$ cat config.mk
export PLATFORM = sky130hd
export DESIGN_NAME = pfsp_queue
export DESIGN_NICKNAME = d
export VERILOG_FILES = /design/src/pfsp_pkg.sv /design/src/pfsp_queue.sv
export SDC_FILE = /design/constraint.sdc
export NUM_CORES = 1
export LEC_CHECK = 0
export BUFFER_PORTS_ARGS = -buffer_cell sky130_fd_sc_hd__buf_2
export CORE_UTILIZATION = 57
export DETAILED_ROUTE_END_ITERATION = 8
export GPL_TIMING_DRIVEN = 1
export PLACE_DENSITY_LB_ADDON = 0.05
export SYNTH_ARGS = -nofsm -noshare
export SYNTH_HDL_FRONTEND = slang
export SYNTH_SLANG_ARGS = --single-unit
$ cat constraint.sdc
create_clock -name clk -period 2.5 [get_ports clk]
set_input_delay 0.25 -clock clk [delete_from_list [all_inputs] [get_ports clk]]
set_output_delay 0.25 -clock clk [all_outputs]
set_load 0.02 [all_outputs]
$ cat src/pfsp_pkg.sv
package pfsp_pkg;

  // default sizes
  localparam int MAX_INDIVIDUALS_DEF = 256;
  localparam int MAX_GENES_DEF       = 32;
  localparam int QUEUE_DEPTH         = 4;

  // fixed field widths
  localparam int GENE_W = 7;
  localparam int SUM_W  = 12;
  localparam int CHG_W  = 19;
  localparam int FIT_W  = 20;
  localparam int QIDX_W = 8;

  localparam logic [SUM_W-1:0] SUM_MAX = {SUM_W{1'b1}};
  localparam logic [CHG_W-1:0] CHG_MAX = {CHG_W{1'b1}};

  // operation codes
  localparam logic [1:0] OP_CLEAR = 2'd0;
  localparam logic [1:0] OP_LOAD  = 2'd1;
  localparam logic [1:0] OP_QUERY = 2'd2;
  localparam logic [1:0] OP_ELITE = 2'd3;

  typedef struct packed {
    logic [1:0]        op;
    logic [GENE_W-1:0] gene_value;
    logic              last_gene;
    logic [QIDX_W-1:0] query_index;
  } in_word_t;

  typedef struct packed {
    logic [QIDX_W-1:0]       individual_index;
    logic [SUM_W-1:0]        speed_total;
    logic [CHG_W-1:0]        change_total;
    logic signed [FIT_W-1:0] fitness_value;
    logic                    non_dominated;
    logic                    valid_res;
  } out_word_t;

  // command from front to back; OP_LOAD here means commit an individual
  typedef struct packed {
    logic [1:0]        op;
    logic [SUM_W-1:0]  speed_total;
    logic [CHG_W-1:0]  change_total;
    logic [QIDX_W-1:0] query_index;
  } cmd_t;

  function automatic logic signed [FIT_W-1:0] fitness(input logic [SUM_W-1:0] s,
                                                      input logic [CHG_W-1:0] c);
    fitness = $signed({{(FIT_W-SUM_W){1'b0}}, s} - {{(FIT_W-CHG_W){1'b0}}, c});
  endfunction

endpackage

$ cat src/pfsp_queue.sv
module pfsp_queue #(
  parameter int DEPTH = 4
) (
  input  logic           clk,
  input  logic           rst_n,
  input  logic           push,
  input  pfsp_pkg::cmd_t push_cmd,
  output logic           full,
  input  logic           pop,
  output logic           valid,
  output pfsp_pkg::cmd_t pop_cmd
);
  import pfsp_pkg::*;

  localparam int PTR_W = (DEPTH > 1) ? $clog2(DEPTH) : 1;
  localparam int CNT_W = $clog2(DEPTH + 1);
  localparam logic [PTR_W-1:0] LAST_PTR = PTR_W'(DEPTH - 1);

  cmd_t             slot_r [DEPTH];
  logic [PTR_W-1:0] wr_ptr_r, wr_ptr_nxt;
  logic [PTR_W-1:0] rd_ptr_r, rd_ptr_nxt;
  logic [CNT_W-1:0] fill_r, fill_nxt;

  assign full    = (fill_r == CNT_W'(DEPTH));
  assign valid   = (fill_r != '0);
  assign pop_cmd = slot_r[rd_ptr_r];

  // pointer and fill update
  always_comb begin
    wr_ptr_nxt = wr_ptr_r;
    rd_ptr_nxt = rd_ptr_r;
    fill_nxt   = fill_r;
    if (push) begin
      wr_ptr_nxt = (wr_ptr_r == LAST_PTR) ? '0 : wr_ptr_r + 1'b1;
    end
    if (pop) begin
      rd_ptr_nxt = (rd_ptr_r == LAST_PTR) ? '0 : rd_ptr_r + 1'b1;
    end
    if (push && !pop) begin
      fill_nxt = fill_r + 1'b1;
    end else if (pop && !push) begin
      fill_nxt = fill_r - 1'b1;
    end
  end

  always_ff @(posedge clk) begin
    if (!rst_n) begin
      wr_ptr_r <= '0;
      rd_ptr_r <= '0;
      fill_r   <= '0;
    end else begin
      wr_ptr_r <= wr_ptr_nxt;
      rd_ptr_r <= rd_ptr_nxt;
      fill_r   <= fill_nxt;
    end
  end

  // entry storage
  always_ff @(posedge clk) begin
    if (push) begin
      slot_r[wr_ptr_r] <= push_cmd;
    end
  end

endmodule

==> results.txt <==
PortBufs = 87
final critical delay including setup and external delays = 2.15 ns
Via density = 5.54
ordered list of cells on the worst path = buf_12 > mux4_2 > buf_2
cell depth of the worst flop-to-flop path = 3
Max Root-Sink Buffers = 2
Hold Startpoint = push_cmd[12]
Skew-Pair Late Insertion Delay = 0.41 ns
cts-stage hold buffer count = 0
antenna-violating nets left = 0
crit-path leading delay family = multiplexers
endpoint kind of the worst setup timing path = output pin
vias = 2,864
Fin Clk Skew = 0.00782 ns
Mapped Nets = 311
number of buffer and inverter stages on the critical path = 2
Rel. slew slack = 72.2%
worst reg2reg endpoint = slot_r[3][29]
crit-path max FO = 16
global-route total usage across every layer = 19.2%
standard cell core area = 10,900 um2
CP Class = reg2out
Cell Count, Final, Fillers Out = 517
overall power after layout = 6460 uW
starting density of the core = 58.8%
post-synthesis sequential area ratio = 79.4%
post-CTS clock slew at the launch and capture registers of the worst setup and hold paths = 0.07 ns
highest clock frequency the design can meet = 465 MHz
worst voltage drop across the vdd grid = 0.544 mV
number of placement rows = 38
worst min-delay path category = in2reg
vias in the first global route = 3,004
Power Density = 846 nW/um2
final setup fails = 0
worst hold slack after final layout = 0.0447 ns
final non-filler cell area = 7640 um2
post-synthesis instance area = 6430 um2
cell with the largest stage delay on the worst path = sky130_fd_sc_hd__mux4_2
worst hold path depth = 1
First-pass DRT Iterations = 4
IO Count = 88
setup repair after global routing missed its margin = no
data arrival time of the critical path = 1.90 ns
proportion of layout cells with a drive suffix above 1 = 45.9%
number of gates on the worst path with buffers counted = 3
Reg-to-Reg Start = wr_ptr_r[0]
Hold Violations, Final = 0
Resized Gates After CTS = 0
Filler Cells Inserted = 698
Inserted Diodes = 0
Final HPWL DP = 6150 um
startpoint kind of the worst setup timing path = flop
setup fix buffers added after clock tree synthesis = 0
level count of the clock H-tree = 4
initial detailed-routing violation count = 201
worst path required time = 2.25 ns
Worst Tran Pin Value = 0.417 ns
number of unique standard cell types used by synthesis = 23
area of the die = 11,700 um2
wire length of the first global-routing pass = 15,600 um
synthesized instance count = 259
floorplan die height = 108 um
yosys synthesis warning count = 0
area growth from synthesis to layout = 18.8%
total of max-cap violations = 0
number of design rule violations left after detail routing = 0
Mean Syn Cell Area = 24.8 um2
portion of the clock cycle consumed by the worst path in the final layout = 86.0%
end point of the most critical hold path = slot_r[0][12]
clock buffers created by TritonCTS = 17
clock tree from TritonCTS = yes
final weighted congestion in routability-driven placement = 0.683
status = complete, no violations
largest net degree at the start of global routing = 42
standard cell area after detailed placement = 7070 um2
P_leak = 0.00263 uW
instance count after placement with tap cells included = 485
root buffer selected by CTS = sky130_fd_sc_hd__clkbuf_16
routed wirelength normalized by instance count = 19.6 um
initial antenna violation count = 0
net total in the final layout = 416
die span in x = 108 um
synthesis-stage register bit count = 173
biggest cell delay along the critical path = 0.55 ns
reg-to-reg slack, setup = 0.92 ns
overflow left after global routing = 0
clock sink count = 173
final count of pins violating max slew = 0
total negative slack = 0 ns
DRT Wirelength = 10,100 um
worst reg2reg max path, stage by stage (launching register included):
cell,delay (ns)
sky130_fd_sc_hd__dfxtp_1,0.40
sky130_fd_sc_hd__ha_1,0.18
sky130_fd_sc_hd__and2_2,0.41
sky130_fd_sc_hd__buf_12,0.28
sequential cells by signal, summed over array words and instances (netlist names), named ones only:
name,flops
fill_r,3
slot_r,164
rd_ptr_r,2
wr_ptr_r,2
cell usage in the layout (no fill, tap or decap), drive strengths merged:
master	count
nor2	1
mux2i	4
and2	5
o21ai	1
inv	10
bufinv	1
xor2	1
or3	2
nor3	1
ha	6
edfxtp	164
a21boi	1
nor2b	5
nor3b	1
clkinv	5
mux4	41
clkbuf	18
o21a	1
dfxtp	9
buf	96
clkinvlp	2
xnor2	1
fa	1
cell usage after synthesis (all sizes together):
master	instances	area, um2
mux2i	4	40.0
nor2b	5	31.3
nor2	1	3.75
a21boi	1	7.51
inv	4	15.0
xnor2	1	8.76
ha	6	75.1
o21a	1	7.51
xor2	1	8.76
mux4	41	927
nor3b	1	7.51
edfxtp	164	4920
nor3	1	5.00
buf	10	115
or3	2	12.5
and2	5	31.3
dfxtp	9	180
fa	1	20.0
o21ai	1	5.00
through the flow:
step           worst slack [ns]  util, %
2_1_floorplan             0.557        -
3_3_place_gp              0.724     64.7
3_5_place_dp              0.744     64.7
4_1_cts                   0.284     69.8
5_1_grt                   0.224     69.8
6_report                  0.350     69.8
kinds of logic after synthesis:
family,Yosys count,share of synthesized area [%]
xor+xnor,2,0.273
simple gates,15,1.42
buf+inv,14,2.02
fa+ha+maj,7,1.48
mux,45,15.1
compound gates,3,0.312
flops,173,79.4
worst max path at each step:
stage / startpoint / end / slack, ns
after floorplan: wr_ptr_r[0] / slot_r[3][0] / 0.56
after global placement: flop / pop_cmd[25] / 0.72
after detailed placement: pop / fill_r[2] / 0.74
after CTS: flop / pop_cmd[25] / 0.28
after global routing: flop / pop_cmd[38] / 0.22
final: flop / pop_cmd[5] / 0.35
cell type report:
type | count | area, um2 | area share, %
well taps | 140 | 175 | 2.29
clock inverters | 14 | 134 | 1.75
repair buffers | 96 | 578 | 7.57
multi-input cells | 72 | 1200 | 15.7
clock buffers | 18 | 429 | 5.62
inverters | 4 | 15.0 | 0.197
flip-flops and latches | 173 | 5110 | 66.9
layer usage:
metal  vias up  share of wire, %  track usage, %
met5         -                 0               0
li1       1304                 -               -
met4         0               1.3            7.63
met3        13               5.4            6.45
met1      1475                42            24.7
met2        72                52            30.5
where the power goes:
group / switching, uW / total [uW] / leakage (uW) / internal [uW]
clock: 1080 / 2470 / 0.000272 / 1390
combinational: 346 / 618 / 0.000777 / 273
sequential: 54.3 / 3370 / 0.00158 / 3310
Note: power is estimated with default switching activity, not from simulation.
