**config.mk**
```make
export PLATFORM = sky130hd
export DESIGN_NAME = pfsp_front
export DESIGN_NICKNAME = d
export VERILOG_FILES = /design/src/pfsp_pkg.sv /design/src/pfsp_front.sv
export SDC_FILE = /design/constraint.sdc
export NUM_CORES = 1
export LEC_CHECK = 0
export BUFFER_PORTS_ARGS = -buffer_cell sky130_fd_sc_hd__buf_2
export CAP_MARGIN = 20
export CORE_UTILIZATION = 45
export CTS_CLUSTER_DIAMETER = 150
export DETAILED_ROUTE_END_ITERATION = 8
export PLACE_DENSITY_LB_ADDON = 0.2
export SETUP_SLACK_MARGIN = 0.5
export SYNTH_ARGS = -nofsm -noshare
export SYNTH_HDL_FRONTEND = slang
export SYNTH_SLANG_ARGS = --single-unit
```
**constraint.sdc**
```tcl
create_clock -name clk -period 28.3 [get_ports clk]
set_clock_uncertainty 0.1 [all_clocks]
set_input_delay 7.075 -clock clk [delete_from_list [all_inputs] [get_ports clk]]
set_output_delay 7.075 -clock clk [all_outputs]
set_load 0.005 [all_outputs]
```
**src/pfsp_pkg.sv**
```systemverilog
package pfsp_pkg;

  // default sizes
  localparam int MAX_INDIVIDUALS_DEF = 256;
  localparam int MAX_GENES_DEF       = 32;
  localparam int QUEUE_DEPTH         = 4;

  // fixed field widths
  localparam int GENE_W = 7;
  localparam int SUM_W  = 12;
  localparam int CHG_W  = 19;
  localparam int FIT_W  = 20;
  localparam int QIDX_W = 8;

  localparam logic [SUM_W-1:0] SUM_MAX = {SUM_W{1'b1}};
  localparam logic [CHG_W-1:0] CHG_MAX = {CHG_W{1'b1}};

  // operation codes
  localparam logic [1:0] OP_CLEAR = 2'd0;
  localparam logic [1:0] OP_LOAD  = 2'd1;
  localparam logic [1:0] OP_QUERY = 2'd2;
  localparam logic [1:0] OP_ELITE = 2'd3;

  typedef struct packed {
    logic [1:0]        op;
    logic [GENE_W-1:0] gene_value;
    logic              last_gene;
    logic [QIDX_W-1:0] query_index;
  } in_word_t;

  typedef struct packed {
    logic [QIDX_W-1:0]       individual_index;
    logic [SUM_W-1:0]        speed_total;
    logic [CHG_W-1:0]        change_total;
    logic signed [FIT_W-1:0] fitness_value;
    logic                    non_dominated;
    logic                    valid_res;
  } out_word_t;

  // command from front to back; OP_LOAD here means commit an individual
  typedef struct packed {
    logic [1:0]        op;
    logic [SUM_W-1:0]  speed_total;
    logic [CHG_W-1:0]  change_total;
    logic [QIDX_W-1:0] query_index;
  } cmd_t;

  function automatic logic signed [FIT_W-1:0] fitness(input logic [SUM_W-1:0] s,
                                                      input logic [CHG_W-1:0] c);
    fitness = $signed({{(FIT_W-SUM_W){1'b0}}, s} - {{(FIT_W-CHG_W){1'b0}}, c});
  endfunction

endpackage

```
**src/pfsp_front.sv**
```systemverilog
module pfsp_front #(
  parameter int MAX_GENES = pfsp_pkg::MAX_GENES_DEF
) (
  input  logic               clk,
  input  logic               rst_n,
  input  logic               in_valid,
  output logic               in_ready,
  input  pfsp_pkg::in_word_t in_data,
  input  logic               q_full,
  output logic               push,
  output pfsp_pkg::cmd_t     push_cmd
);
  import pfsp_pkg::*;

  localparam int GPOS_W = $clog2(MAX_GENES + 1);

  logic [GPOS_W-1:0] gpos_r, gpos_nxt;
  logic [GENE_W-1:0] prev_r, prev_nxt;
  logic [SUM_W-1:0]  sum_r, sum_nxt;
  logic [CHG_W-1:0]  chg_r, chg_nxt;

  logic              take;
  logic [GENE_W-1:0] diff;
  logic [2*GENE_W-1:0] diff_sq;
  logic [SUM_W:0]    sum_add;
  logic [CHG_W:0]    chg_add;
  logic [SUM_W-1:0]  sum_upd;
  logic [CHG_W-1:0]  chg_upd;

  assign in_ready = !q_full;
  assign take     = in_valid && in_ready;

  // gene accumulation with saturation
  always_comb begin
    diff    = (in_data.gene_value > prev_r) ? in_data.gene_value - prev_r
                                            : prev_r - in_data.gene_value;
    diff_sq = (2*GENE_W)'(diff) * (2*GENE_W)'(diff);
    sum_add = {1'b0, sum_r} + (SUM_W+1)'(in_data.gene_value);
    chg_add = {1'b0, chg_r} + (CHG_W+1)'(diff_sq);
    sum_upd = sum_r;
    chg_upd = chg_r;
    if (gpos_r < GPOS_W'(MAX_GENES)) begin
      if (gpos_r == '0) begin
        sum_upd = SUM_W'(in_data.gene_value);
        chg_upd = '0;
      end else begin
        sum_upd = sum_add[SUM_W] ? SUM_MAX : sum_add[SUM_W-1:0];
        chg_upd = chg_add[CHG_W] ? CHG_MAX : chg_add[CHG_W-1:0];
      end
    end
  end

  // classify the word and build the command
  always_comb begin
    gpos_nxt = gpos_r;
    prev_nxt = prev_r;
    sum_nxt  = sum_r;
    chg_nxt  = chg_r;
    push     = 1'b0;
    push_cmd.op           = in_data.op;
    push_cmd.speed_total  = sum_upd;
    push_cmd.change_total = chg_upd;
    push_cmd.query_index  = in_data.query_index;
    if (take) begin
      case (in_data.op)
        OP_CLEAR: begin
          push     = 1'b1;
          gpos_nxt = '0;
          prev_nxt = '0;
          sum_nxt  = '0;
          chg_nxt  = '0;
        end
        OP_LOAD: begin
          if (gpos_r < GPOS_W'(MAX_GENES)) begin
            gpos_nxt = gpos_r + 1'b1;
            prev_nxt = in_data.gene_value;
            sum_nxt  = sum_upd;
            chg_nxt  = chg_upd;
          end
          if (in_data.last_gene) begin
            push     = 1'b1;
            gpos_nxt = '0;
            prev_nxt = '0;
            sum_nxt  = '0;
            chg_nxt  = '0;
          end
        end
        default: begin
          push = 1'b1;
        end
      endcase
    end
  end

  always_ff @(posedge clk) begin
    if (!rst_n) begin
      gpos_r <= '0;
      prev_r <= '0;
      sum_r  <= '0;
      chg_r  <= '0;
    end else begin
      gpos_r <= gpos_nxt;
      prev_r <= prev_nxt;
      sum_r  <= sum_nxt;
      chg_r  <= chg_nxt;
    end
  end

endmodule

```
==> impl_metrics.py <==
metrics = {
    "sta": {
        "finalCritPeriodShare": 0.7445,
        "maxSlewViolCount": 0,
        "tns_ps": 0,
        "fmax_ghz": 0.04746,
        "min_period_ps": 21070,
        "worstMarginPinSlew_ps": 827.4,
        "relSlewSlack": 0.4464,
        "rsz0062_at_grt": "no",
        "hold_viol": 0,
        "setup_viol": 0,
    },
    "critical_path": {
        "path_common_cell": "fa_1",
        "r2r-start": "prev_r[0]",
        "worstPathMaxFanout": 23,
        "max_stage_delay_ps": 590,
        "crit_path_end": "push_cmd[26]",
        "cp_cell_sequence": "buf_2, inv_1, ha_1, nand3_1, a21oi_1, nor4b_4, nor2_4, mux2_2, xnor2_1, nor2_1, fa_1, fa_1, fa_1, inv_1, fa_1, inv_1, ha_1, a211o_1, a21oi_1, o21ai_1, a21o_1, or4_1, and3_1, buf_2",
        "critPathRequiredTime_ps": 21120,
        "endpoint_kind": "output port",
        "critPathLaunchType": "input port",
        "worst_r2r_endpoint": "chg_r[16]",
        "reg2regPathDepth": 24,
        "crit_start": "in_data[11]",
        "slowest_stage": "or4_1",
        "path_class": "in2out",
        "arrival_ps": 13890,
        "reg2reg_slack_ps": 21400,
    },
    "place": {
        "hpwlAfterDp_microns": 10470,
        "gp_congestion": 0.9510,
        "io_buffers": 48,
        "placed_area_sq_um": 5483,
    },
    "floorplan": {
        "dieArea_sq_um": 12010,
        "fp.coreArea_sq_um": 11080,
        "io-pin-count": 65,
        "rows": 38,
        "die_h_microns": 109.6,
        "dieWidth_microns": 109.6,
        "start_util": 0.4704,
    },
    "global_route": {
        "grt_pass1_wl_microns": 22020,
        "grt_start_max_net_pins": 39,
        "grt_usage": 0.2355,
        "first_global_vias": 4464,
        "grt_antenna_before_repair": 0,
        "grt_overflow": 0,
    },
    "flow_run": {
        "cap_violations": 0,
    },
    "clocking": {
        "ctsHtreeMaxLevel": 2,
        "post_cts_resized": 0,
        "clk_latency_ps": 300,
        "cts_sinks": 44,
        "clock_path_buffers": 2,
        "cts_buffers": 5,
        "cts_tree": "yes",
        "hold_buffers": 0,
        "cts_root_buffer": "clkbuf_16",
        "post_cts_buffers": 0,
        "clkTransAtPathRegs_ps": 70,
    },
    "drt": {
        "vias": 4861,
        "wl_per_cell_microns": 15.80,
        "finalWirelength_microns": 13410,
        "postRouteAntennaNets": 0,
        "viasPerCell": 5.726,
        "drt_iter0_drc": 254,
        "first_pass_iters": 5,
        "drc": 0,
    },
    "synth": {
        "synth_ff_type": "dfxtp_1",
        "async_flop_share": 0,
        "synth.distinct_cells": 62,
        "ys_warn_count": 0,
        "syn-mean-instance-area_sq_um": 7.619,
        "yosysSeqAreaShare": 0.1690,
        "synth_area_sq_um": 5211,
        "synth_cells": 684,
        "synth_area_leaders": "dfxtp_1 17%, ha_1 14%, fa_1 11%, o21ai_0 6.4%, inv_1 6.1%",
        "synth_fp_nets": 792,
        "netlist.area_leader.share": 0.1690,
        "ys_seq_elements": 44,
        "synth_edf_count": 0,
        "synth_top_area_cell": "dfxtp_1",
    },
    "hold_path": {
        "hold_path_class": "reg2reg",
    },
    "finish": {
        "final_core_util": 0.5087,
        "finalNetCount": 816,
        "syn_to_final_growth_pct": 8.139,
        "nFillCells": 1104,
        "final_area_sq_um": 5635,
        "diodes": 0,
        "drive_gt1_frac": 0.09873,
    },
    "pwr": {
        "p_leak_uw": 0.002573,
        "peakVddDrop_mv": 0.06946,
        "pwr_density_cell_nw_per_um2": 65.99,
    },
    "outcome": {
        "status": "complete, no violations",
    },
}
## Yosys cell counts (3+ instances only)
master	number
ha_1	58
a22o_1	5
a32o_1	4
o21ai_1	5
o31ai_1	3
xnor2_1	14
a31oi_1	9
nor3_1	10
a211oi_1	3
o22ai_1	3
mux2i_1	6
xor2_1	10
o211ai_1	6
o221ai_1	3
o21a_1	8
inv_1	84
nand3_1	11
o21bai_1	8
a21o_1	11
clkbuf_1	19
buf_2	4
fa_1	28
o21ai_0	67
nand2b_1	6
buf_4	10
a22oi_1	14
dfxtp_1	44
a21boi_0	3
a21oi_1	39
nor2b_1	14
nor2_1	56
nand4_1	3
or3_1	4
nand2_1	71
## flip-flops by register name, summed over array words and instances (netlist names)
| register | count |
|---|---|
| sum_r | 12 |
| chg_r | 19 |
| prev_r | 7 |
| gpos_r | 6 |
## per-layer routing
metal,part of all wire,vias to the layer above,global-route usage
li1,-,2402,-
met1,0.48,2302,0.3267
met2,0.46,132,0.3854
met3,0.044,25,0.02608
met4,0.017,0,0.06857
met5,0,-,0
## where the power goes
group	switching (uW)	internal, uW	total (uW)	leakage, uW
Clock	27.0	35.4	62.3	0.0000772
Combinational	147	99.9	247	0.00214
Sequential	0.300	62.2	62.5	0.000354
Total	174	197	372	0.00257
## metrics by stage
| stage | setup WS [ps] | hold slack (ps) | total power [uW] | instances |
|---|---|---|---|---|
| after CTS | 7273 | 357.9 | 371.3 | 849 |
| after global routing | 6832 | 372.5 | 411.9 | 849 |
| after floorplan | 8322 | 325.0 | 257.1 | 684 |
| final | 7232 | 364.8 | 371.9 | 849 |
| after global placement | 7460 | 333.4 | 301.9 | 841 |
| after detailed placement | 7312 | 342.4 | 306.7 | 841 |
## worst max-delay path: cells and delay by family
kind	cells	cell delay, ps
AND/OR/NAND/NOR	6	1350
buffers and inverters	5	430
AO/OA/AOI/OAI	5	1360
XOR/XNOR	1	370
adder cells (fa/ha/maj)	6	2890
multiplexers	1	400
## cell usage in the layout, fill, tap and decap left out, types with 3 or more instances in the layout
cell,count
a211oi_1,3
a21boi_0,3
a21o_1,11
a21oi_1,39
a22o_1,5
a22oi_1,14
a31oi_1,9
a32o_1,4
buf_2,48
buf_4,4
clkbuf_16,5
dfxtp_1,44
fa_1,28
ha_1,58
inv_1,84
mux2i_1,6
nand2_1,71
nand2b_1,6
nand3_1,11
nand4_1,3
nor2_1,56
nor2b_1,14
nor3_1,10
o211ai_1,6
o21a_1,8
o21ai_0,67
o21ai_1,5
o21bai_1,8
o221ai_1,3
o22ai_1,3
o31ai_1,3
or3_1,4
xnor2_1,14
xor2_1,10
## logic make-up (layout without fill, tap and decap cells)
logic type,after synthesis,in the layout,share of synthesized area
AND/OR/NAND/NOR,196,196,0.1801
XOR/XNOR,25,25,0.04346
AO/OA/AOI/OAI,205,205,0.2483
buffers and inverters,119,144,0.09388
adder cells (fa/ha/maj),86,86,0.2468
multiplexers,9,9,0.01849
flip-flops,44,44,0.1690
## worst min path at each step
stage | startpoint | to | cells past startpoint
2_1_floorplan | chg_r[6] | chg_r[6] | 2
3_3_place_gp | chg_r[3] | chg_r[3] | 1
3_5_place_dp | chg_r[3] | chg_r[3] | 1
4_1_cts | chg_r[3] | chg_r[3] | 1
5_1_grt | chg_r[3] | chg_r[3] | 1
6_report | chg_r[3] | chg_r[3] | 1
## area by class of cell
class / instances / area [sq um] / share of cell area
sequential: 44 / 880.8 / 0.1563
multi-input combinational: 521 / 3841 / 0.6816
inverter: 84 / 315.3 / 0.05595
clock buffer: 6 / 138.9 / 0.02464
tap: 140 / 175.2 / 0.03108
timing repair buffer: 52 / 270.3 / 0.04796
clock inverter: 2 / 13.76 / 0.002442
Note: power is estimated with default switching activity, not from simulation.
